===== src/design/assert_macros.svh =====
// Concurrent check helpers, sampled on clk.
`ifndef ASSERT_MACROS_SVH
`define ASSERT_MACROS_SVH

// Check that is disabled while rst_n is low.
`define CHK_RUN(label, prop, msg) \
  label: assert property (@(posedge clk) disable iff (!rst_n) prop) \
    else $error(msg);

// Check that also covers the reset cycles.
`define CHK_ALWAYS(label, prop, msg) \
  label: assert property (@(posedge clk) prop) \
    else $error(msg);

`endif


===== src/design/chash_fifo.sv =====
module chash_fifo #(
  parameter int WIDTH = 8,
  parameter int DEPTH = 4
) (
  input  logic             clk,
  input  logic             rst_n,
  input  logic             push,
  input  logic [WIDTH-1:0] din,
  output logic             full,
  input  logic             pop,
  output logic [WIDTH-1:0] dout,
  output logic             empty
);

  localparam int AW = (DEPTH > 1) ? $clog2(DEPTH) : 1;

  logic [WIDTH-1:0] mem_r [DEPTH];
  logic [AW-1:0]    wr_ptr_r;
  logic [AW-1:0]    rd_ptr_r;
  logic [AW:0]      count_r;
  logic             do_push;
  logic             do_pop;

  assign full    = (count_r == (AW+1)'(DEPTH));
  assign empty   = (count_r == '0);
  assign do_push = push && !full;
  assign do_pop  = pop && !empty;
  assign dout    = mem_r[rd_ptr_r];

  always_ff @(posedge clk) begin
    if (do_push) begin
      mem_r[wr_ptr_r] <= din;
    end
  end

  always_ff @(posedge clk) begin
    if (!rst_n) begin
      wr_ptr_r <= '0;
      rd_ptr_r <= '0;
      count_r  <= '0;
    end else begin
      if (do_push) begin
        wr_ptr_r <= (wr_ptr_r == AW'(DEPTH - 1)) ? '0 : wr_ptr_r + 1'b1;
      end
      if (do_pop) begin
        rd_ptr_r <= (rd_ptr_r == AW'(DEPTH - 1)) ? '0 : rd_ptr_r + 1'b1;
      end
      case ({do_push, do_pop})
        2'b10:   count_r <= count_r + 1'b1;
        2'b01:   count_r <= count_r - 1'b1;
        default: count_r <= count_r;
      endcase
    end
  end

endmodule


===== config.mk =====
export PLATFORM = sky130hd
export DESIGN_NAME = chash_fifo
export DESIGN_NICKNAME = d
export VERILOG_FILES = /design/src/design/assert_macros.svh /design/src/design/chash_fifo.sv
export SDC_FILE = /design/constraint.sdc
export NUM_CORES = 1
export LEC_CHECK = 0
export ABC_AREA = 1
export ABC_CLOCK_PERIOD_IN_PS = 2200
export BUFFER_PORTS_ARGS = -buffer_cell sky130_fd_sc_hd__buf_2
export CAP_MARGIN = 40
export CORE_MARGIN = 2
export CORE_UTILIZATION = 35
export DETAILED_ROUTE_END_ITERATION = 16
export GPL_ROUTABILITY_DRIVEN = 0
export SLEW_MARGIN = 25
export SYNTH_ARGS = -nofsm -noshare
export SYNTH_HDL_FRONTEND = slang
export SYNTH_SLANG_ARGS = --single-unit

===== constraint.sdc =====
create_clock -name clk -period 2.2 [get_ports clk]
set_clock_uncertainty 0.15 [all_clocks]
set_input_delay 0.11 -clock clk [delete_from_list [all_inputs] [get_ports clk]]
set_output_delay 0.11 -clock clk [all_outputs]
set_load 0.02 [all_outputs]

==> results by group <==
Run status
  • Status: completed

Routing
  • Post-route ant nets: 0
  • WL final: approximately 3000 µm
  • Wirelength per Cell: 12.2 µm
  • Iteration count of the initial detailed-routing pass: 4
  • Vias: 1130
  • Drt first-iter violations: 48
  • Vias per inst: between 4 and 5
  • Drt drc: 0

CTS
  • CTS H-tree lvls: 2
  • Clock sinks: 41
  • Worst skew pair latency: 290 ps
  • Clock root cell: clkbuf_8
  • CTS tree: built
  • Maximum clock path buffer count: 2
  • CTS clock-pin slew for the worst setup and hold paths: ~70 ps
  • Number of buffers created by CTS: 5
  • PostCTS Resize Cnt: 0

Critical path
  • Critical path buffer and inverter count: 2
  • Worst-case reg-to-reg path depth: 11
  • Critical Path RT: ~2300 ps
  • CP Class: flop to flop
  • CP peak stage delay: ~380 ps
  • CP dominant cell by count: nand2_1
  • Slowest CP cell: fa_1
  • CP startpoint kind: flop
  • Crit path cell chain: nor2_1, nand2_1, nand2_2, ha_1, inv_1, fa_1, nand2_1, nand3_1, nand2_1, inv_1, nor2_1
  • Crit-path leading delay family: simple AND/OR/NAND/NOR gates
  • Crit path max fanout: 9
  • Reg2Reg Setup Slack: 270 ps
  • CP Capture Type: flop
  • Crit path DAT: 2000 ps
  • CP Depth: 11

STA
  • Worst-margin pin slew: 344 ps
  • Final setup vio count: 0
  • Fin crit share: around 90%
  • Hold violation count in the final report: 0
  • Fmax achieved: 0.519 GHz
  • Relative slew margins: roughly 77%
  • Slew Viols, Final: 0
  • Setup TNS: 0 ps
  • RSZ-0062 raised after global routing: no
  • Final Critical Period: roughly 1900 ps

GRT
  • Congestion Overflow GR: 0
  • Largest net degree at the start of global routing: 17
  • Initial antenna violation count: 0
  • First-pass GRT wire length: 4700 µm
  • Total track usage: 11.8%
  • Vias in the first global route: roughly 1100

Cells and area
  • Fillers: 451
  • Layout cells sized above 1: between 15 and 20%
  • P&R area growth vs syn: 21.7%
  • Final net count: 207
  • # diodes: 0
  • Final Core Density: 43.9%

Floorplanning
  • Die H: 73.5 µm
  • # IOs: 22
  • Initial Util: a little over a third
  • DIE WIDTH: 73.5 µm
  • # rows: 25
  • Core area: 0.00469 mm²
  • Die area: roughly 0.0054 mm²

Synthesis
  • Cell Area, Synth: around 0.0017 mm²
  • Yosys reg bits: 41
  • Distinct cells, synth: 19
  • Top-count cell post-synth: edfxtp_1
  • Sequential share of the synthesized area: 67.5%
  • Commonest cells in the netlist: edfxtp_1 (32), nor2_1 (29), inv_1 (18), nand2_1 (14), o21ai_0 (14)
  • Post-synth top area share: between 50% and 60%
  • Syn nets: about 170
  • Area leader, netlist: edfxtp_1
  • Post-synth EDFFs: 32
  • Main synth FF type: edfxtp_1
  • Ys async rst share: 0%
  • Avg Cell Area, Syn: 11.5 µm²
  • Ys Warns: 0
  • Top cells by area, synth: edfxtp_1 (57%), dfxtp_1 (11%), nor2_1 (6.4%)
  • Syn Inst Count: 147

Pwr
  • Worst vdd ir: between 0.5 and 0.6 mV
  • Leakage dissipation: 0.837 nW
  • Power Dens Cells: 1100 mW/mm²

Worst hold path
  • Worst min path class: input pin to flop
  • Hold path depth: 4

Run
  • Max cap viols: 0

Place
  • IO Port Bufs: 21
  • Post-DP HPWL: 1910 µm
==> cell type report <==
| cell class | instances | area, µm² | area share, % |
|---|---|---|---|
| clock buffer | 8 | 80.1 | 3.89 |
| multi-input combinational | 85 | 457 | 22.2 |
| inverter | 19 | 71.3 | 3.46 |
| tap | 54 | 67.6 | 3.28 |
| timing repair buffer | 36 | 243 | 11.8 |
| sequential | 41 | 1140 | 55.4 |
==> path summary, 6_finish.rpt <==
| check | from | endpoint |
|---|---|---|
| setup reg to reg | count_r[1] | count_r[2] |
| setup / recovery | count_r[1] | count_r[2] |
| hold / removal | push | wr_ptr_r[0] |
| hold reg to reg | rd_ptr_r[1] | rd_ptr_r[1] |
==> cell usage in the layout, fill, tap and decap left out <==
master         count
a21oi_1            3
buf_2             21
buf_4              5
clkbuf_1           3
clkbuf_8           5
dfxtp_1            9
dlygate4sd3_1     10
edfxtp_1          32
fa_1               1
ha_1               6
inv_1             18
inv_2              1
nand2_1           14
nand2_2            1
nand3_1            1
nand3b_1           1
nand4_1            1
nor2_1            29
nor2_2             2
o21ai_0           14
o21ai_1            2
o21ai_2            2
o22ai_1            8
==> flip-flops by register name, summed over array words and instances (netlist names), named ones only <==
| name | flops |
|---|---|
| rd_ptr_r | 2 |
| wr_ptr_r | 2 |
| mem_r | 32 |
| count_r | 3 |
==> kinds of logic (layout without fill, tap and decap cells) <==
| family | after synthesis | in the layout | synth area share, % |
|---|---|---|---|
| AOI/OAI and AO/OA | 29 | 29 | 9.62 |
| and+or+nand+nor | 49 | 49 | 11.8 |
| buffers and inverters | 21 | 63 | 5.55 |
| adders and majority gates | 7 | 7 | 5.62 |
| DFF | 41 | 41 | 67.5 |
==> worst min-delay path: stages <==
cell	delay (ps)
buf_2	80
nand2_2	110
nor2_1	110
nor2_1	50
==> stage by stage <==
| stage | worst slack, ps | hold WS (ps) | area [µm²] | total power, mW | instances |
|---|---|---|---|---|---|
| 4_1_cts | 267 | 60.8 | 2060 | 2.29 | 243 |
| 2_1_floorplan | 440 | 58.9 | 1690 | 1.58 | 147 |
| 3_3_place_gp | 289 | 179 | 1880 | 1.81 | 225 |
| 5_1_grt | 57.5 | 106 | 2060 | 2.42 | 243 |
| 6_report | 274 | 62.0 | 2060 | 2.26 | 243 |
| 3_5_place_dp | 282 | 183 | 1880 | 1.81 | 225 |
==> power by group <==
group | leakage, nW | total (mW) | internal, mW | switching, mW
Sequential | 0.368 | 1.02 | 0.949 | 0.0713
Clock | 0.0395 | 0.459 | 0.225 | 0.233
Combinational | 0.430 | 0.777 | 0.275 | 0.502
==> what timing repair did <==
action                                 4_1_cts  5_1_grt
buffers inserted                             0        0
endpoints found under the hold margin       41        0
hold buffers                                10        0
==> layer usage <==
layer | up-vias | share of wire (%) | wire length, µm | global-route usage [%]
li1 | 579 | - | - | -
met3 | 6 | 6.3 | 188 | 4.66
met2 | 30 | 48 | 1420 | 20.3
met5 | - | 0 | 0 | 0
met1 | 515 | 45 | 1340 | 13.7
met4 | 0 | 0.91 | 27 | 3.23
Power figures use the tool's default switching activity.
