### config.mk
export PLATFORM = sky130hd
export DESIGN_NAME = chash_front
export DESIGN_NICKNAME = d
export VERILOG_FILES = /design/src/design/assert_macros.svh /design/src/design/chash_pkg.sv /design/src/design/chash_front.sv
export SDC_FILE = /design/constraint.sdc
export NUM_CORES = 1
export LEC_CHECK = 0
export BUFFER_PORTS_ARGS = -buffer_cell sky130_fd_sc_hd__buf_4
export CAP_MARGIN = 20
export CORE_UTILIZATION = 47
export CTS_CLUSTER_DIAMETER = 60
export CTS_CLUSTER_SIZE = 28
export DETAILED_ROUTE_END_ITERATION = 7
export PLACE_DENSITY = 0.78
export SETUP_SLACK_MARGIN = 0.2
export SKIP_LAST_GASP = 1
export SYNTH_ARGS = -nofsm -noshare
export SYNTH_HDL_FRONTEND = slang
export SYNTH_SLANG_ARGS = --single-unit
export TNS_END_PERCENT = 30
### constraint.sdc
create_clock -name clk -period 6.85 [get_ports clk]
set_input_delay 1.0275 -clock clk [delete_from_list [all_inputs] [get_ports clk]]
set_output_delay 1.0275 -clock clk [all_outputs]
set_load 0.01 [all_outputs]
### src/design/assert_macros.svh
// Concurrent check helpers, sampled on clk.
`ifndef ASSERT_MACROS_SVH
`define ASSERT_MACROS_SVH

// Check that is disabled while rst_n is low.
`define CHK_RUN(label, prop, msg) \
  label: assert property (@(posedge clk) disable iff (!rst_n) prop) \
    else $error(msg);

// Check that also covers the reset cycles.
`define CHK_ALWAYS(label, prop, msg) \
  label: assert property (@(posedge clk) prop) \
    else $error(msg);

`endif

### src/design/chash_pkg.sv
package chash_pkg;

  localparam logic OP_INSERT = 1'b0;
  localparam logic OP_LOOKUP = 1'b1;

  localparam int COUNT_W = 13;
  localparam logic [COUNT_W-1:0] COUNT_MAX = {COUNT_W{1'b1}};

  localparam int CMD_Q_DEPTH = 4;
  localparam int RES_Q_DEPTH = 2;

  typedef enum logic [1:0] {
    ST_OK        = 2'd0,
    ST_FULL      = 2'd1,
    ST_NOT_FOUND = 2'd2
  } status_t;

  typedef struct packed {
    logic        opcode;
    logic [31:0] object_id;
    logic [31:0] object_handle;
    logic [15:0] grid_cell;
  } item_t;

  typedef struct packed {
    logic [31:0] key;
    logic [31:0] handle;
    logic [15:0] grid_cell;
  } entry_t;

  typedef struct packed {
    status_t             status;
    logic [31:0]         found_handle;
    logic [15:0]         found_cell;
    logic [COUNT_W-1:0]  entry_total;
  } result_t;

endpackage

### src/design/chash_front.sv
module chash_front import chash_pkg::*; #(
  parameter  int NUM_BUCKETS = 1024,
  localparam int BKT_W       = $clog2(NUM_BUCKETS)
) (
  input  logic             clk,
  input  logic             rst_n,
  input  logic             accept,
  input  item_t            in_item,
  output logic             ready,
  input  logic             q_full,
  output logic             q_push,
  output logic [BKT_W-1:0] q_bucket,
  output item_t            q_item
);

  // bucket = id mod N via reciprocal: qhat is floor(id/N) or one less,
  // so the remainder lands in [0, 2N) and one subtract fixes it.
  localparam int          RW       = BKT_W + 1;
  localparam logic [63:0] RECIP64  = (64'd1 << 32) / NUM_BUCKETS;
  localparam logic [31:0] RECIP    = RECIP64[31:0];
  localparam logic [RW-1:0] N_RW   = RW'(NUM_BUCKETS);

  logic          v1_r, v2_r, v3_r;
  item_t         s1_item_r, s2_item_r, s3_item_r;
  logic [31:0]   s2_qhat_r;
  logic [RW-1:0] s3_rem_r;

  logic          en;
  logic [63:0]   prod;
  logic [31:0]   qhat_nxt;
  logic [RW-1:0] qn;
  logic [RW-1:0] rem_nxt;
  logic [RW-1:0] rem_fix;

  assign en       = !v3_r || !q_full;
  assign ready    = en;
  assign prod     = 64'(s1_item_r.object_id) * 64'(RECIP);
  assign qhat_nxt = prod[63:32];
  assign qn       = s2_qhat_r[RW-1:0] * N_RW;
  assign rem_nxt  = s2_item_r.object_id[RW-1:0] - qn;
  assign rem_fix  = (s3_rem_r >= N_RW) ? s3_rem_r - N_RW : s3_rem_r;

  assign q_push   = v3_r && !q_full;
  assign q_bucket = rem_fix[BKT_W-1:0];
  assign q_item   = s3_item_r;

  always_ff @(posedge clk) begin
    if (!rst_n) begin
      v1_r <= 1'b0;
      v2_r <= 1'b0;
      v3_r <= 1'b0;
    end else if (en) begin
      v1_r <= accept;
      v2_r <= v1_r;
      v3_r <= v2_r;
    end
  end

  always_ff @(posedge clk) begin
    if (en) begin
      s1_item_r <= in_item;
      s2_item_r <= s1_item_r;
      s2_qhat_r <= qhat_nxt;
      s3_item_r <= s2_item_r;
      s3_rem_r  <= rem_nxt;
    end
  end

endmodule

==> impl_metrics.ini <==
[critical_path]
rr_endpoint = s1_item_r[22]$_DFFE_PP_
max_stage_delay_ns = 0.94
cp-start-kind = input pin
crit_type = input pin to register
crit_fanout = 87
critPathRequiredTime_ns = 6.94
arrival_ns = 3.13
worstReg2RegStart = v3_r$_SDFFE_PN0P_
cp_common_cell = buf_4
crit_path_top_delay_cell = buf_4
critPathCaptureType = register
reg2reg_slack_ns = 4.19
r2r_cells = 4
path_cells = buf_4 > and2_4 > clkinvlp_4 > buf_4 > buf_4

[floorplanning]
die_x_um = 128
num_rows = 45
io_pins = 178
initial_core_util = 0.487
die_h_um = 128
die_area_um2 = 16400
core_um2 = 15400

[drt]
wl_met1_mm = 4.25
ant_nets = 0
drt_first_pass_iters = 4
via_per_inst = 4.51
drtIter0Drc = 255
vias = 3024
wire_per_inst_um = 15.7
drc_errors = 0
highest_layer = met4
met2_length_mm = 5.27
dr_wl_met3_um = 838
wl_mm = 10.5

[clocking]
clk_pin_slew_ns = 0.10
htree_levels = 1
cts_root_buf = clkbuf_16
clock-sinks = 246
post-cts-setup-buffer-count = 0
numCtsBuffers = 15
clock_path_buffers = 3
clkLatencyLatePin_ns = 0.46
postCtsResizedCells = 0
hold_buffers = 0
cts_tree = yes

[status]
status = finished clean

[grt]
grt_overflow_total = 0
grt_pass1_wl_mm = 15.4
grt_use_total = 0.124
grt_antenna_before_repair = 0
grt_pass1_vias = 2987
grt_start_max_net_pins = 88

[flow_run]
maxCapViolCount = 0

[power]
intPower_w = 0.00231
switching_share = 0.196
p_comb_frac = 0.050
switchingPower_w = 0.000563
p_per_area_nw_per_um2 = 302
total_leakage_power_nw = 3.71
max-vdd-ir-drop_v = 0.000183
power.share.clock = 0.325
p_seq_frac = 0.625

[sta]
period_share = 0.444
rsz0062_at_grt = no
tns_ns = 0
fmax_mhz = 329
setup_ws_ns = 3.81
setup_viol = 0
maxSlewViolCount = 0
tightest_slew_ns = 1.01
min_period_ns = 3.04
slew_headroom = 0.325
hold_viol_final = 0
fin_worst_skew_ns = 0.0103

[hold_path]
hold_class = register to register
hp-start = s2_item_r[35]$_DFFE_PP_
hold_path_depth = 0
holdPathEnd = q_item[35]$_DFFE_PP_

[synth]
yosysWarnings = 0
synth_top_cell_by_area = edfxtp_1
synth_top_area_frac = 0.974
synthCells = 265
ys_seq_area_frac = 0.982
syn_area_um2 = 7490
post_synth_main_area_contributors = edfxtp_1 97%, buf_4 1.0%, dfxtp_1 0.80%
syn_nets = 350
synth-seq-cells = 246
ys_types = 11
avgSynthCellArea_um2 = 28.3

[finish]
synthToLayoutAreaGrowth_pct = 27.2
n_antenna_cell = 0
instances_no_fill = 671
layout.nets = 537
fillers = 1067
drive_gt1_frac = 0.448

[place]
globalplace.congestion = 0.646
place_ws_ns = 3.28
post-dp-hpwl_mm = 6.84
numPortBuffers = 177
placed_cells = 646
[routing by layer]
layer | global-route usage | vias to the layer above
li1 | - | 1425
met1 | 0.158 | 1450
met2 | 0.207 | 132
met3 | 0.0334 | 17
met4 | 0.0388 | 0
met5 | 0 | -
[worst max path at each step]
stage            from  depth (start not counted)                       to
3_5_place_dp   q_full                          5  s2_item_r[77]$_DFFE_PP_
4_1_cts        q_full                          5     q_item[16]$_DFFE_PP_
5_1_grt        q_full                          5  s1_item_r[62]$_DFFE_PP_
6_report       q_full                          5  s1_item_r[22]$_DFFE_PP_
3_3_place_gp   q_full                          5  s2_item_r[10]$_DFFE_PP_
2_1_floorplan  q_full                          2      q_item[0]$_DFFE_PP_
[state kept, by name (all words and copies together) (netlist names)]
| register | flops |
|---|---|
| q_item | 81 |
| v1_r | 1 |
| v3_r | 1 |
| v2_r | 1 |
| s2_item_r | 81 |
| s1_item_r | 81 |
[cell usage in the layout, fill, tap and decap left out, drive strengths merged]
master	n
edfxtp	243
buf	180
clkbuf	16
inv	6
dfxtp	3
nand2	2
clkinv	2
and2	1
clkinvlp	1
and2b	1
mux2i	1
nand4	1
o21ai	1
o21a	1
bufinv	1
[layout make-up]
cell class	count	area, µm²	share of cell area
tap	211	264	0.0277
inverter	1	7.51	0.000788
timing repair buffer	180	1350	0.142
clock inverter	9	113	0.0118
clock buffer	16	379	0.0398
multi-input combinational	8	53.8	0.00565
sequential	246	7360	0.772
[stage by stage]
stage	util	hold slack, ns	total power (W)	cell area, µm²
floorplan	-	0.400	0.00187	7490
global placement	0.588	0.401	0.00197	9030
detailed placement	0.588	0.405	0.00198	9030
CTS	0.620	0.420	0.00291	9530
global route	0.620	0.427	0.00298	9530
finish	0.620	0.421	0.00288	9530
[logic make-up after synthesis]
group / after synthesis / share of synthesized area
flip-flops: 246 / 0.982
multiplexers: 1 / 0.00134
AND/OR/NAND/NOR: 5 / 0.00418
buffers and inverters: 11 / 0.0105
AO/OA/AOI/OAI: 2 / 0.00167
[critical path: cells and delay by family]
| kind | cells | cell delay (ns) |
|---|---|---|
| buffers and inverters | 4 | 1.88 |
| and+or+nand+nor | 1 | 0.17 |
[Yosys cell counts]
cell type / n
o21ai_0: 1
edfxtp_1: 243
o21a_1: 1
buf_4: 10
inv_1: 1
nand2_1: 2
and2b_2: 1
and2_4: 1
nand4_1: 1
mux2i_1: 1
dfxtp_1: 3
[power groups by stage]
| stage | clock network [W] | logic (W) | registers (W) |
|---|---|---|---|
| 5_1_grt | 0.00102 | 0.000152 | 0.00181 |
| 3_3_place_gp | 0 | 0.000142 | 0.00183 |
| 3_5_place_dp | 0 | 0.000145 | 0.00183 |
| 4_1_cts | 0.000967 | 0.000145 | 0.00180 |
| 2_1_floorplan | 0 | 0.0000196 | 0.00185 |
| 6_report | 0.000935 | 0.000143 | 0.00180 |
Power figures use the tool's default switching activity.
